===== src/design/oskt_pkg.sv =====
package oskt_pkg;
  localparam int NUM_SLOTS_DEF = 8;
  localparam logic [15:0] DELAY_RESET = 16'd1000;
  localparam int QDEPTH = 2;

  typedef enum logic [1:0] {
    FN_PRESS = 2'd0, FN_RELEASE = 2'd1, FN_CHANGE = 2'd2, FN_TICK = 2'd3
  } func_e;

  typedef enum logic [1:0] {
    ACT_NONE = 2'd0, ACT_PRESS = 2'd1, ACT_RELEASE = 2'd2
  } action_e;

  typedef enum logic [1:0] {
    ST_OK = 2'd0, ST_FULL = 2'd1, ST_NOT_FOUND = 2'd2
  } status_e;

  typedef enum logic [1:0] {
    BK_IDLE, BK_SCAN, BK_EMIT
  } bk_state_e;

  typedef struct packed {
    func_e       func;
    logic [9:0]  key_position;
    logic [31:0] bind_param_one;
    logic [31:0] bind_param_two;
    logic        key_down;
    logic [31:0] event_time_ms;
  } cmd_t;

  typedef struct packed {
    logic [1:0]  action;
    logic [9:0]  out_position;
    logic [31:0] out_param_one;
    logic [31:0] out_param_two;
    logic [31:0] action_time_ms;
    logic [1:0]  status;
    logic        last_of_run;
  } res_t;
endpackage


===== src/design/oskt_if.sv =====
interface oskt_in_if import oskt_pkg::*; ();
  logic valid;
  logic ready;
  cmd_t data;
  modport source (output valid, output data, input ready);
  modport sink (input valid, input data, output ready);
endinterface

interface oskt_out_if import oskt_pkg::*; ();
  logic valid;
  logic ready;
  res_t data;
  modport source (output valid, output data, input ready);
  modport sink (input valid, input data, output ready);
endinterface


===== src/design/oskt_queue.sv =====
module oskt_queue import oskt_pkg::*; (
  input  logic clk_i,
  input  logic rst_ni,
  input  logic in_valid_i,
  output logic in_ready_o,
  input  cmd_t in_data_i,
  output logic out_valid_o,
  input  logic out_ready_i,
  output cmd_t out_data_o
);
  cmd_t mem_q [QDEPTH];
  logic wp_q, rp_q;
  logic [1:0] cnt_q;
  logic push, pop;

  assign in_ready_o = cnt_q != 2'(QDEPTH);
  assign out_valid_o = cnt_q != 2'd0;
  assign push = in_valid_i && in_ready_o;
  assign pop = out_valid_o && out_ready_i;
  assign out_data_o = mem_q[rp_q];

  always_ff @(posedge clk_i) begin
    if (push) mem_q[wp_q] <= in_data_i;
  end

  always_ff @(posedge clk_i or negedge rst_ni) begin
    if (!rst_ni) begin
      wp_q <= 1'b0;
      rp_q <= 1'b0;
      cnt_q <= 2'd0;
    end else begin
      if (push) wp_q <= ~wp_q;
      if (pop) rp_q <= ~rp_q;
      cnt_q <= cnt_q + 2'(push) - 2'(pop);
    end
  end

`ifndef ASSERT_OFF
  a_no_overflow: assert property (@(posedge clk_i) disable iff (!rst_ni)
    cnt_q <= 2'(QDEPTH)) else $error("queue overflow");
  a_pop_nonempty: assert property (@(posedge clk_i) disable iff (!rst_ni)
    pop |-> cnt_q != 2'd0) else $error("pop from empty queue");
  a_count_step: assert property (@(posedge clk_i) disable iff (!rst_ni)
    (push && !pop) |=> cnt_q == $past(cnt_q) + 2'd1) else $error("count step");
`endif
endmodule


===== src/design/oskt_engine.sv =====
module oskt_engine import oskt_pkg::*; #(
  parameter int NUM_SLOTS = NUM_SLOTS_DEF
) (
  input  logic        clk_i,
  input  logic        rst_ni,
  input  logic [15:0] delay_i,
  input  logic        cmd_valid_i,
  output logic        cmd_ready_o,
  input  cmd_t        cmd_i,
  output logic        res_valid_o,
  input  logic        res_ready_i,
  output res_t        res_o
);
  localparam int SW = (NUM_SLOTS > 1) ? $clog2(NUM_SLOTS) : 1;
  localparam int CW = $clog2(NUM_SLOTS + 1);

  logic [NUM_SLOTS-1:0] valid_q, let_go_q, armed_q, mod_seen_q;
  logic [9:0]  pos_q  [NUM_SLOTS];
  logic [31:0] p1_q   [NUM_SLOTS];
  logic [31:0] p2_q   [NUM_SLOTS];
  logic [31:0] dl_q   [NUM_SLOTS];
  logic [9:0]  mpos_q [NUM_SLOTS];

  bk_state_e state_q, state_d;
  cmd_t cmd_q;
  logic [CW-1:0] idx_q;
  logic [SW-1:0] si;
  logic found_q;
  logic pend_q;
  res_t pend_r_q;
  res_t out_q;
  logic out_v_q;

  assign si = idx_q[SW-1:0];
  assign cmd_ready_o = state_q == BK_IDLE;
  assign res_valid_o = out_v_q;
  assign res_o = out_q;

  logic [32:0] dl_sum;
  logic [31:0] dl_sat;
  assign dl_sum = {1'b0, cmd_q.event_time_ms} + {17'd0, delay_i};
  assign dl_sat = dl_sum[32] ? 32'hFFFF_FFFF : dl_sum[31:0];

  logic out_free;
  assign out_free = !out_v_q || res_ready_i;
  logic scan_done;
  assign scan_done = idx_q == CW'(NUM_SLOTS);

  // per-slot decision in the scan state
  logic hit;
  res_t hit_r;
  always_comb begin
    hit = 1'b0;
    hit_r = '0;
    hit_r.action = ACT_RELEASE;
    hit_r.out_position = pos_q[si];
    hit_r.out_param_one = p1_q[si];
    hit_r.out_param_two = p2_q[si];
    hit_r.action_time_ms = cmd_q.event_time_ms;
    hit_r.status = ST_OK;
    if (state_q == BK_SCAN && !scan_done) begin
      unique case (cmd_q.func)
        FN_CHANGE: if (valid_q[si] && pos_q[si] != cmd_q.key_position) begin
          if (let_go_q[si] && cmd_q.event_time_ms > dl_q[si]) begin
            hit = 1'b1;
            hit_r.action_time_ms = dl_q[si];
          end else if (!cmd_q.key_down && mod_seen_q[si] &&
                       mpos_q[si] == cmd_q.key_position && let_go_q[si]) begin
            hit = 1'b1;
          end
        end
        FN_TICK: hit = valid_q[si] && armed_q[si] && cmd_q.event_time_ms >= dl_q[si];
        default: hit = 1'b0;
      endcase
    end
  end

  // final item of a run and the single item of a press or a failed release
  res_t last_r;
  res_t fin_r;
  always_comb begin
    last_r = pend_r_q;
    last_r.last_of_run = 1'b1;
    fin_r = '0;
    fin_r.out_position = cmd_q.key_position;
    fin_r.last_of_run = 1'b1;
    if (cmd_q.func == FN_PRESS) begin
      if (found_q) begin
        fin_r.action = ACT_PRESS;
        fin_r.out_param_one = cmd_q.bind_param_one;
        fin_r.out_param_two = cmd_q.bind_param_two;
        fin_r.action_time_ms = cmd_q.event_time_ms;
      end else fin_r.status = ST_FULL;
    end else fin_r.status = ST_NOT_FOUND;
  end

  logic emit_hit, emit_last, emit_fin, emit_any;
  assign emit_hit = state_q == BK_SCAN && !scan_done && hit && pend_q && out_free;
  assign emit_last = state_q == BK_SCAN && scan_done && pend_q && out_free;
  assign emit_fin = state_q == BK_EMIT && out_free;
  assign emit_any = emit_hit || emit_last || emit_fin;

  always_comb begin
    state_d = state_q;
    unique case (state_q)
      BK_IDLE: if (cmd_valid_i) state_d = BK_SCAN;
      BK_SCAN: if (scan_done) begin
        if (pend_q) begin
          if (out_free) state_d = BK_IDLE;
        end else if (cmd_q.func == FN_PRESS || (cmd_q.func == FN_RELEASE && !found_q)) begin
          state_d = BK_EMIT;
        end else begin
          state_d = BK_IDLE;
        end
      end
      BK_EMIT: if (out_free) state_d = BK_IDLE;
      default: state_d = BK_IDLE;
    endcase
  end

  always_ff @(posedge clk_i) begin
    if (state_q == BK_IDLE && cmd_valid_i) cmd_q <= cmd_i;
  end

  always_ff @(posedge clk_i or negedge rst_ni) begin
    if (!rst_ni) begin
      state_q <= BK_IDLE;
      valid_q <= '0;
      let_go_q <= '0;
      armed_q <= '0;
      mod_seen_q <= '0;
      idx_q <= '0;
      found_q <= 1'b0;
      pend_q <= 1'b0;
      out_v_q <= 1'b0;
    end else begin
      state_q <= state_d;
      out_v_q <= emit_any || (out_v_q && !res_ready_i);
      unique case (state_q)
        BK_IDLE: begin
          idx_q <= '0;
          found_q <= 1'b0;
          pend_q <= 1'b0;
        end
        BK_SCAN: begin
          if (!scan_done) begin
            // press and release act only on the first match
            unique case (cmd_q.func)
              FN_PRESS: if (!valid_q[si] && !found_q) begin
                found_q <= 1'b1;
                valid_q[si] <= 1'b1;
                let_go_q[si] <= 1'b0;
                armed_q[si] <= 1'b0;
                mod_seen_q[si] <= 1'b0;
              end
              FN_RELEASE: if (valid_q[si] && pos_q[si] == cmd_q.key_position
                              && !found_q) begin
                found_q <= 1'b1;
                if (mod_seen_q[si]) begin
                  valid_q[si] <= 1'b0;
                  let_go_q[si] <= 1'b0;
                  armed_q[si] <= 1'b0;
                  mod_seen_q[si] <= 1'b0;
                  pend_q <= 1'b1;
                end else begin
                  let_go_q[si] <= 1'b1;
                  armed_q[si] <= dl_sat > cmd_q.event_time_ms;
                end
              end
              FN_CHANGE: if (!hit && cmd_q.key_down && valid_q[si] &&
                             pos_q[si] != cmd_q.key_position && !mod_seen_q[si]) begin
                mod_seen_q[si] <= 1'b1;
                if (let_go_q[si]) armed_q[si] <= 1'b0;
              end
              default: ;
            endcase
            if (hit) begin
              if (!pend_q || out_free) begin
                valid_q[si] <= 1'b0;
                let_go_q[si] <= 1'b0;
                armed_q[si] <= 1'b0;
                mod_seen_q[si] <= 1'b0;
                idx_q <= idx_q + 1'b1;
                pend_q <= 1'b1;
              end
            end else begin
              idx_q <= idx_q + 1'b1;
            end
          end else if (pend_q && out_free) begin
            pend_q <= 1'b0;
          end
        end
        default: ;
      endcase
    end
  end

  // payload side of the scan
  always_ff @(posedge clk_i) begin
    if (state_q == BK_SCAN && !scan_done) begin
      if (cmd_q.func == FN_PRESS && !valid_q[si] && !found_q) begin
        pos_q[si] <= cmd_q.key_position;
        p1_q[si] <= cmd_q.bind_param_one;
        p2_q[si] <= cmd_q.bind_param_two;
        dl_q[si] <= '0;
        mpos_q[si] <= '0;
      end
      if (cmd_q.func == FN_RELEASE && valid_q[si] && pos_q[si] == cmd_q.key_position
          && !found_q && !mod_seen_q[si]) dl_q[si] <= dl_sat;
      if (cmd_q.func == FN_RELEASE && valid_q[si] && pos_q[si] == cmd_q.key_position
          && !found_q && mod_seen_q[si]) pend_r_q <= hit_r;
      if (cmd_q.func == FN_CHANGE && !hit && cmd_q.key_down && valid_q[si] &&
          pos_q[si] != cmd_q.key_position && !mod_seen_q[si]) mpos_q[si] <= cmd_q.key_position;
      if (hit && (!pend_q || out_free)) pend_r_q <= hit_r;
    end
    if (emit_hit) out_q <= pend_r_q;
    else if (emit_last) out_q <= last_r;
    else if (emit_fin) out_q <= fin_r;
  end

`ifndef ASSERT_OFF
  a_no_drop: assert property (@(posedge clk_i) disable iff (!rst_ni)
    (out_v_q && !res_ready_i) |=> out_v_q) else $error("result dropped");
  a_hold: assert property (@(posedge clk_i) disable iff (!rst_ni)
    (out_v_q && !res_ready_i) |=> $stable(out_q)) else $error("result changed");
  a_idx_range: assert property (@(posedge clk_i) disable iff (!rst_ni)
    idx_q <= CW'(NUM_SLOTS)) else $error("scan index out of range");
`endif
endmodule


===== src/design/one_shot_key_tracker_unit.sv =====
// One-shot key tracker with NUM_SLOTS slots. A front queue of two entries takes
// items while the back engine scans the slot table one slot a cycle, except where
// a hit waits for the result side to take the previous result; a press or release
// finds its slot in the same scan. The release delay register sits at address 0
// and resets to 1000 ms.
module one_shot_key_tracker_unit import oskt_pkg::*; #(
  parameter int NUM_SLOTS = NUM_SLOTS_DEF
) (
  input  logic        clk_i,
  input  logic        rst_ni,
  input  logic        psel,
  input  logic        penable,
  input  logic        pwrite,
  input  logic [0:0]  paddr,
  input  logic [31:0] pwdata,
  output logic [31:0] prdata,
  output logic        pready,
  oskt_in_if.sink     in_if,
  oskt_out_if.source  out_if
);
  logic [15:0] delay_q;
  cmd_t q_data;
  logic q_valid, q_ready;

  assign pready = 1'b1;
  assign prdata = (paddr == 1'b0) ? {16'd0, delay_q} : 32'd0;

  always_ff @(posedge clk_i or negedge rst_ni) begin
    if (!rst_ni) delay_q <= DELAY_RESET;
    else if (psel && penable && pwrite && paddr == 1'b0) delay_q <= pwdata[15:0];
  end

  oskt_queue u_queue (
    .clk_i, .rst_ni,
    .in_valid_i(in_if.valid), .in_ready_o(in_if.ready), .in_data_i(in_if.data),
    .out_valid_o(q_valid), .out_ready_i(q_ready), .out_data_o(q_data)
  );

  oskt_engine #(.NUM_SLOTS(NUM_SLOTS)) u_engine (
    .clk_i, .rst_ni, .delay_i(delay_q),
    .cmd_valid_i(q_valid), .cmd_ready_o(q_ready), .cmd_i(q_data),
    .res_valid_o(out_if.valid), .res_ready_i(out_if.ready), .res_o(out_if.data)
  );
endmodule


===== src/flat_wrapper.sv =====
// flat-port wrapper written by rule: the top's interface ports become plain ports
module one_shot_key_tracker_unit_flat import oskt_pkg::*;
#(
  parameter int NUM_SLOTS = NUM_SLOTS_DEF
)
  (clk_i, rst_ni, psel, penable, pwrite, paddr, pwdata, prdata, pready, in_if_valid, in_if_data, in_if_ready, out_if_valid, out_if_data, out_if_ready);
  oskt_in_if in_if_i ();
  oskt_out_if out_if_i ();
  input  logic clk_i;
  input  logic rst_ni;
  input  logic psel;
  input  logic penable;
  input  logic pwrite;
  input  logic [0:0] paddr;
  input  logic [31:0] pwdata;
  output logic [31:0] prdata;
  output logic pready;
  input wire logic [$bits(in_if_i.valid)-1:0] in_if_valid;
  input wire logic [$bits(in_if_i.data)-1:0] in_if_data;
  output wire logic [$bits(in_if_i.ready)-1:0] in_if_ready;
  output wire logic [$bits(out_if_i.valid)-1:0] out_if_valid;
  output wire logic [$bits(out_if_i.data)-1:0] out_if_data;
  input wire logic [$bits(out_if_i.ready)-1:0] out_if_ready;
  assign in_if_i.valid = in_if_valid;
  assign in_if_i.data = in_if_data;
  assign in_if_ready = in_if_i.ready;
  assign out_if_valid = out_if_i.valid;
  assign out_if_data = out_if_i.data;
  assign out_if_i.ready = out_if_ready;
  one_shot_key_tracker_unit #(.NUM_SLOTS(NUM_SLOTS)) u_core (.clk_i(clk_i), .rst_ni(rst_ni), .psel(psel), .penable(penable), .pwrite(pwrite), .paddr(paddr), .pwdata(pwdata), .prdata(prdata), .pready(pready), .in_if(in_if_i), .out_if(out_if_i));
endmodule

===== config.mk =====
export PLATFORM = sky130hd
export DESIGN_NAME = one_shot_key_tracker_unit_flat
export DESIGN_NICKNAME = d
export VERILOG_FILES = /design/src/design/oskt_pkg.sv /design/src/design/oskt_if.sv /design/src/design/oskt_queue.sv /design/src/design/oskt_engine.sv /design/src/design/one_shot_key_tracker_unit.sv /design/src/flat_wrapper.sv
export SDC_FILE = /design/constraint.sdc
export NUM_CORES = 2
export LEC_CHECK = 0
export ABC_AREA = 1
export ABC_CLOCK_PERIOD_IN_PS = 19100
export BUFFER_PORTS_ARGS = -buffer_cell sky130_fd_sc_hd__buf_2
export CORE_MARGIN = 2
export CORE_UTILIZATION = 40
export DETAILED_ROUTE_END_ITERATION = 10
export PLACE_DENSITY_LB_ADDON = 0.1
export RECOVER_POWER = 50
export SLEW_MARGIN = 20
export SYNTH_ARGS = -nofsm -noshare
export SYNTH_HDL_FRONTEND = slang
export SYNTH_SLANG_ARGS = --single-unit

===== constraint.sdc =====
create_clock -name clk_i -period 19.1 [get_ports clk_i]
set_input_delay 3.82 -clock clk_i [delete_from_list [all_inputs] [get_ports clk_i]]
set_output_delay 3.82 -clock clk_i [all_outputs]
set_load 0.02 [all_outputs]

==> impl_metrics.py <==
metrics = {
    "floorplanning": {
        "die_w_um": 394,
        "core_um2": 150000,
        "start_util_pct": 40.4,
        "io_pins": 295,
        "dieArea_um2": 155000,
        "rows": 142,
        "die_h_um": 394,
    },
    "worst_setup_path": {
        "path_cells": "clkbuf_1 > nand3_1 > clkinvlp_2 > clkbuf_1 > a22oi_1 > nand3_1 > inv_1 > ha_1 > a21oi_1 > o21ai_0 > nand2_1 > nand3_1 > a21oi_1 > a21oi_1 > nand3_2 > nand3_1 > nand2_1 > nor3_2 > nor2_2 > nand3_2 > inv_2 > buf_4 > nand2_1 > nand2_1",
        "cp.required_ns": 19.73,
        "end_kind": "register",
        "critPathBufInv": 6,
        "criticalPathCategory": "reg -> reg",
        "cpMaxStageDelayCell": "clkbuf_1",
        "timing.critical_path.fanout_max": 52,
        "cp.arrival_ns": 13.63,
        "worstSetupStartpointType": "register",
        "critPathMaxStageDelay_ns": 1.89,
        "crit_family": "buffers and inverters",
    },
    "timing": {
        "finClkSkew_ns": 0.0244,
        "hold_viol": 0,
        "maxSlewViolCount": 805,
        "fmax_mhz": 76.9,
        "fin_hold_ws_ns": 0.478,
        "slew_headroom_pct": -195,
        "fin_crit_ns": 13.00,
        "finalSetupViolCount": 0,
        "worst_pin_slew_ns": 4.42,
        "fin_crit_sh_pct": 68.1,
        "timing.setup.tns_ns": 0,
        "timing.final.ws_setup_ns": 6.10,
        "grt_setup_unrepaired": "false",
    },
    "clock_tree": {
        "cts_made_buffers": 165,
        "cts-resized-gates": 0,
        "cts_root_buffer": "clkbuf_16",
        "cts.path.max_buffers": 3,
        "postCtsHoldBufs": 0,
        "cts_tree": "yes",
        "clock_latency_ns": 0.79,
        "cts_max_level": 4,
        "clock-sinks": 1533,
        "clk_pin_slew_worst_paths_ns": 0.06,
        "postCtsSetupRepairBufs": 0,
    },
    "synth": {
        "yosysTopAreaCell": "edfxtp_1",
        "yosysTopAreaCellShare_pct": 72.8,
        "synth_edf_count": 1472,
        "synth_ff_type": "edfxtp_1",
        "synth-seq-area-share_pct": 75.3,
        "synth_area_per_cell_um2": 13.0,
        "synthTopCellsByArea": "edfxtp_1 73%, nand2_1 9.3%, dfrtp_1 2.3%, a22oi_1 1.6%, inv_1 1.4%",
        "synth_area_um2": 60700,
        "yosysMostFrequentCell": "nand2_1",
        "ys_types": 48,
        "synthTopCellsByCount": "1508 x nand2_1, 1472 x edfxtp_1, 226 x inv_1",
        "yosys_warnings": 0,
        "ys_async_sr_fraction_pct": 3.98,
        "ys_seq_elements": 1533,
        "syn_inst": 4664,
    },
    "placed_design": {
        "dp_slack_ns": 9.24,
        "portBuffers": 261,
        "hpwl_mm": 92.9,
        "gp_congestion": 0.889,
    },
    "routing": {
        "first_pass_iters": 6,
        "drcViolationCount": 0,
        "drt.antenna.violating_nets": 0,
        "wl_per_cell_um": 22.9,
        "wl_mm": 163,
        "vias_per_cell": 5.24,
        "drtIter0Drc": 3046,
        "num_vias": 37300,
    },
    "status": {
        "status": "finished, violations left",
        "violations": "capacitance limit, slew limit",
    },
    "global_route": {
        "grt_use_total_pct": 20.8,
        "grt_pass1_vias": 36800,
        "grt_max_degree": 80,
        "grt_pass1_wl_mm": 241,
        "antenna_found_initial": 3,
        "grt-ovfl-total": 0,
    },
    "layout": {
        "layout.nets": 5186,
        "final_core_util_pct": 46.0,
        "drive_gt1_share_pct": 8.00,
        "area.growth.synth_to_final_pct": 13.9,
    },
    "run": {
        "maxCapViolations": 18,
    },
    "pwr": {
        "powerDensity_nw_per_um2": 152,
        "p_leak_nw": 24.7,
        "vdd_ir_drop_max_mv": 0.0949,
    },
    "min_path": {
        "min_path_type": "reg -> reg",
    },
}
[cells in the final DEF, fill, tap and decap left out, types with 7 or more instances in the layout]
master / synthesis / final
a21oi_1: 116 / 116
a221oi_1: 96 / 96
a22o_1: 60 / 60
a22oi_1: 130 / 130
a31oi_1: 22 / 22
buf_2: 37 / 77
buf_4: 27 / 60
bufinv_16: 0 / 7
clkbuf_1: 110 / 251
clkbuf_16: 0 / 170
clkinv_1: 3 / 35
clkinv_2: 0 / 20
conb_1: 2 / 17
dfrtp_1: 55 / 54
edfxtp_1: 1472 / 1472
ha_1: 67 / 67
inv_1: 226 / 223
inv_4: 0 / 7
nand2_1: 1508 / 1508
nand3_1: 129 / 129
nand4_1: 94 / 94
nor2_1: 183 / 166
nor2_4: 0 / 16
nor3_1: 31 / 30
o211ai_1: 9 / 9
o21ai_0: 114 / 112
o21ai_1: 41 / 41
o22ai_1: 22 / 22
xor2_1: 13 / 13
[registers in the layout, summed over array words and instances (netlist names), 4 cells and up]
| signal | flops |
|---|---|
| u_core.u_engine.p1_q | 256 |
| u_core.u_engine.mpos_q | 80 |
| u_core.delay_q | 16 |
| u_core.u_engine.cmd_q | 109 |
| u_core.u_engine.let_go_q | 8 |
| u_core.u_engine.armed_q | 8 |
| u_core.u_engine.mod_seen_q | 8 |
| u_core.u_engine.res_o | 111 |
| u_core.u_engine.p2_q | 256 |
| u_core.u_engine.last_r | 106 |
| u_core.u_engine.pos_q | 80 |
| u_core.u_engine.dl_q | 256 |
| u_core.u_engine.valid_q | 8 |
| u_core.u_engine.idx_q | 4 |
| u_core.u_queue.mem_q | 218 |
[tightest hold or removal path, delay by kind of cell (launching register included)]
family / cells / cell delay [ns]
flops: 1 / 0.34
simple gates: 2 / 0.11
[logic make-up (layout without fill, tap and decap cells)]
kind of cell,after synthesis,after routing,synth area share [%]
compound gates,624,624,6.84
xor+xnor,18,18,0.260
fa+ha+maj,68,68,1.41
buf+inv,455,876,3.14
flops,1533,1533,75.3
other cells,2,18,0.0124
simple gates,1964,1964,13.0
[layout make-up]
class	count	area (um^2)
fill	13700	81200
clock inverter	73	594
multi-input combinational	2691	13300
sequential	1533	45700
timing repair buffer	339	1590
clock buffer	225	4520
inverter	239	918
tap	2016	2520
antenna	1	2.50
[stage by stage]
step	area, um^2	cells	total power, mW
final	69200	7117	10.5
after floorplan	60800	4679	6.44
after detailed placement	64400	6817	7.53
after global routing	69200	7116	11.1
after global placement	64400	6817	7.51
after CTS	69500	7115	10.6
[power by group]
part           switching, mW  internal [mW]
logic                   2.03          0.768
clock network           1.30           1.75
registers              0.305           4.37
total                   3.63           6.89
[final timing paths]
path                                                  from                    endpoint  slack, ns  cells past startpoint
worst max-delay path              u_core.u_engine.idx_q[0]   u_core.u_engine.res_o[38]       6.10                     24
worst min-delay path            u_core.u_engine.armed_q[7]  u_core.u_engine.armed_q[7]       0.48                      2
worst max register to register    u_core.u_engine.idx_q[0]   u_core.u_engine.res_o[38]       6.10                     24
worst min register to register  u_core.u_engine.armed_q[7]  u_core.u_engine.armed_q[7]       0.48                      2
max in group asynchronous                           rst_ni    u_core.u_engine.idx_q[0]      11.97                      2
min in group asynchronous                           rst_ni           u_core.delay_q[2]       2.98                      1
[metal layers]
layer | wire length, um | global-route usage (%) | vias to the layer above
met2 | 75700 | 33.2 | 1135
met4 | 3380 | 5.19 | 0
met5 | 0 | 0 | -
li1 | - | - | 17400
met3 | 8990 | 3.28 | 234
met1 | 75200 | 29.7 | 18600
No activity file was read; power rests on OpenSTA's default activity.
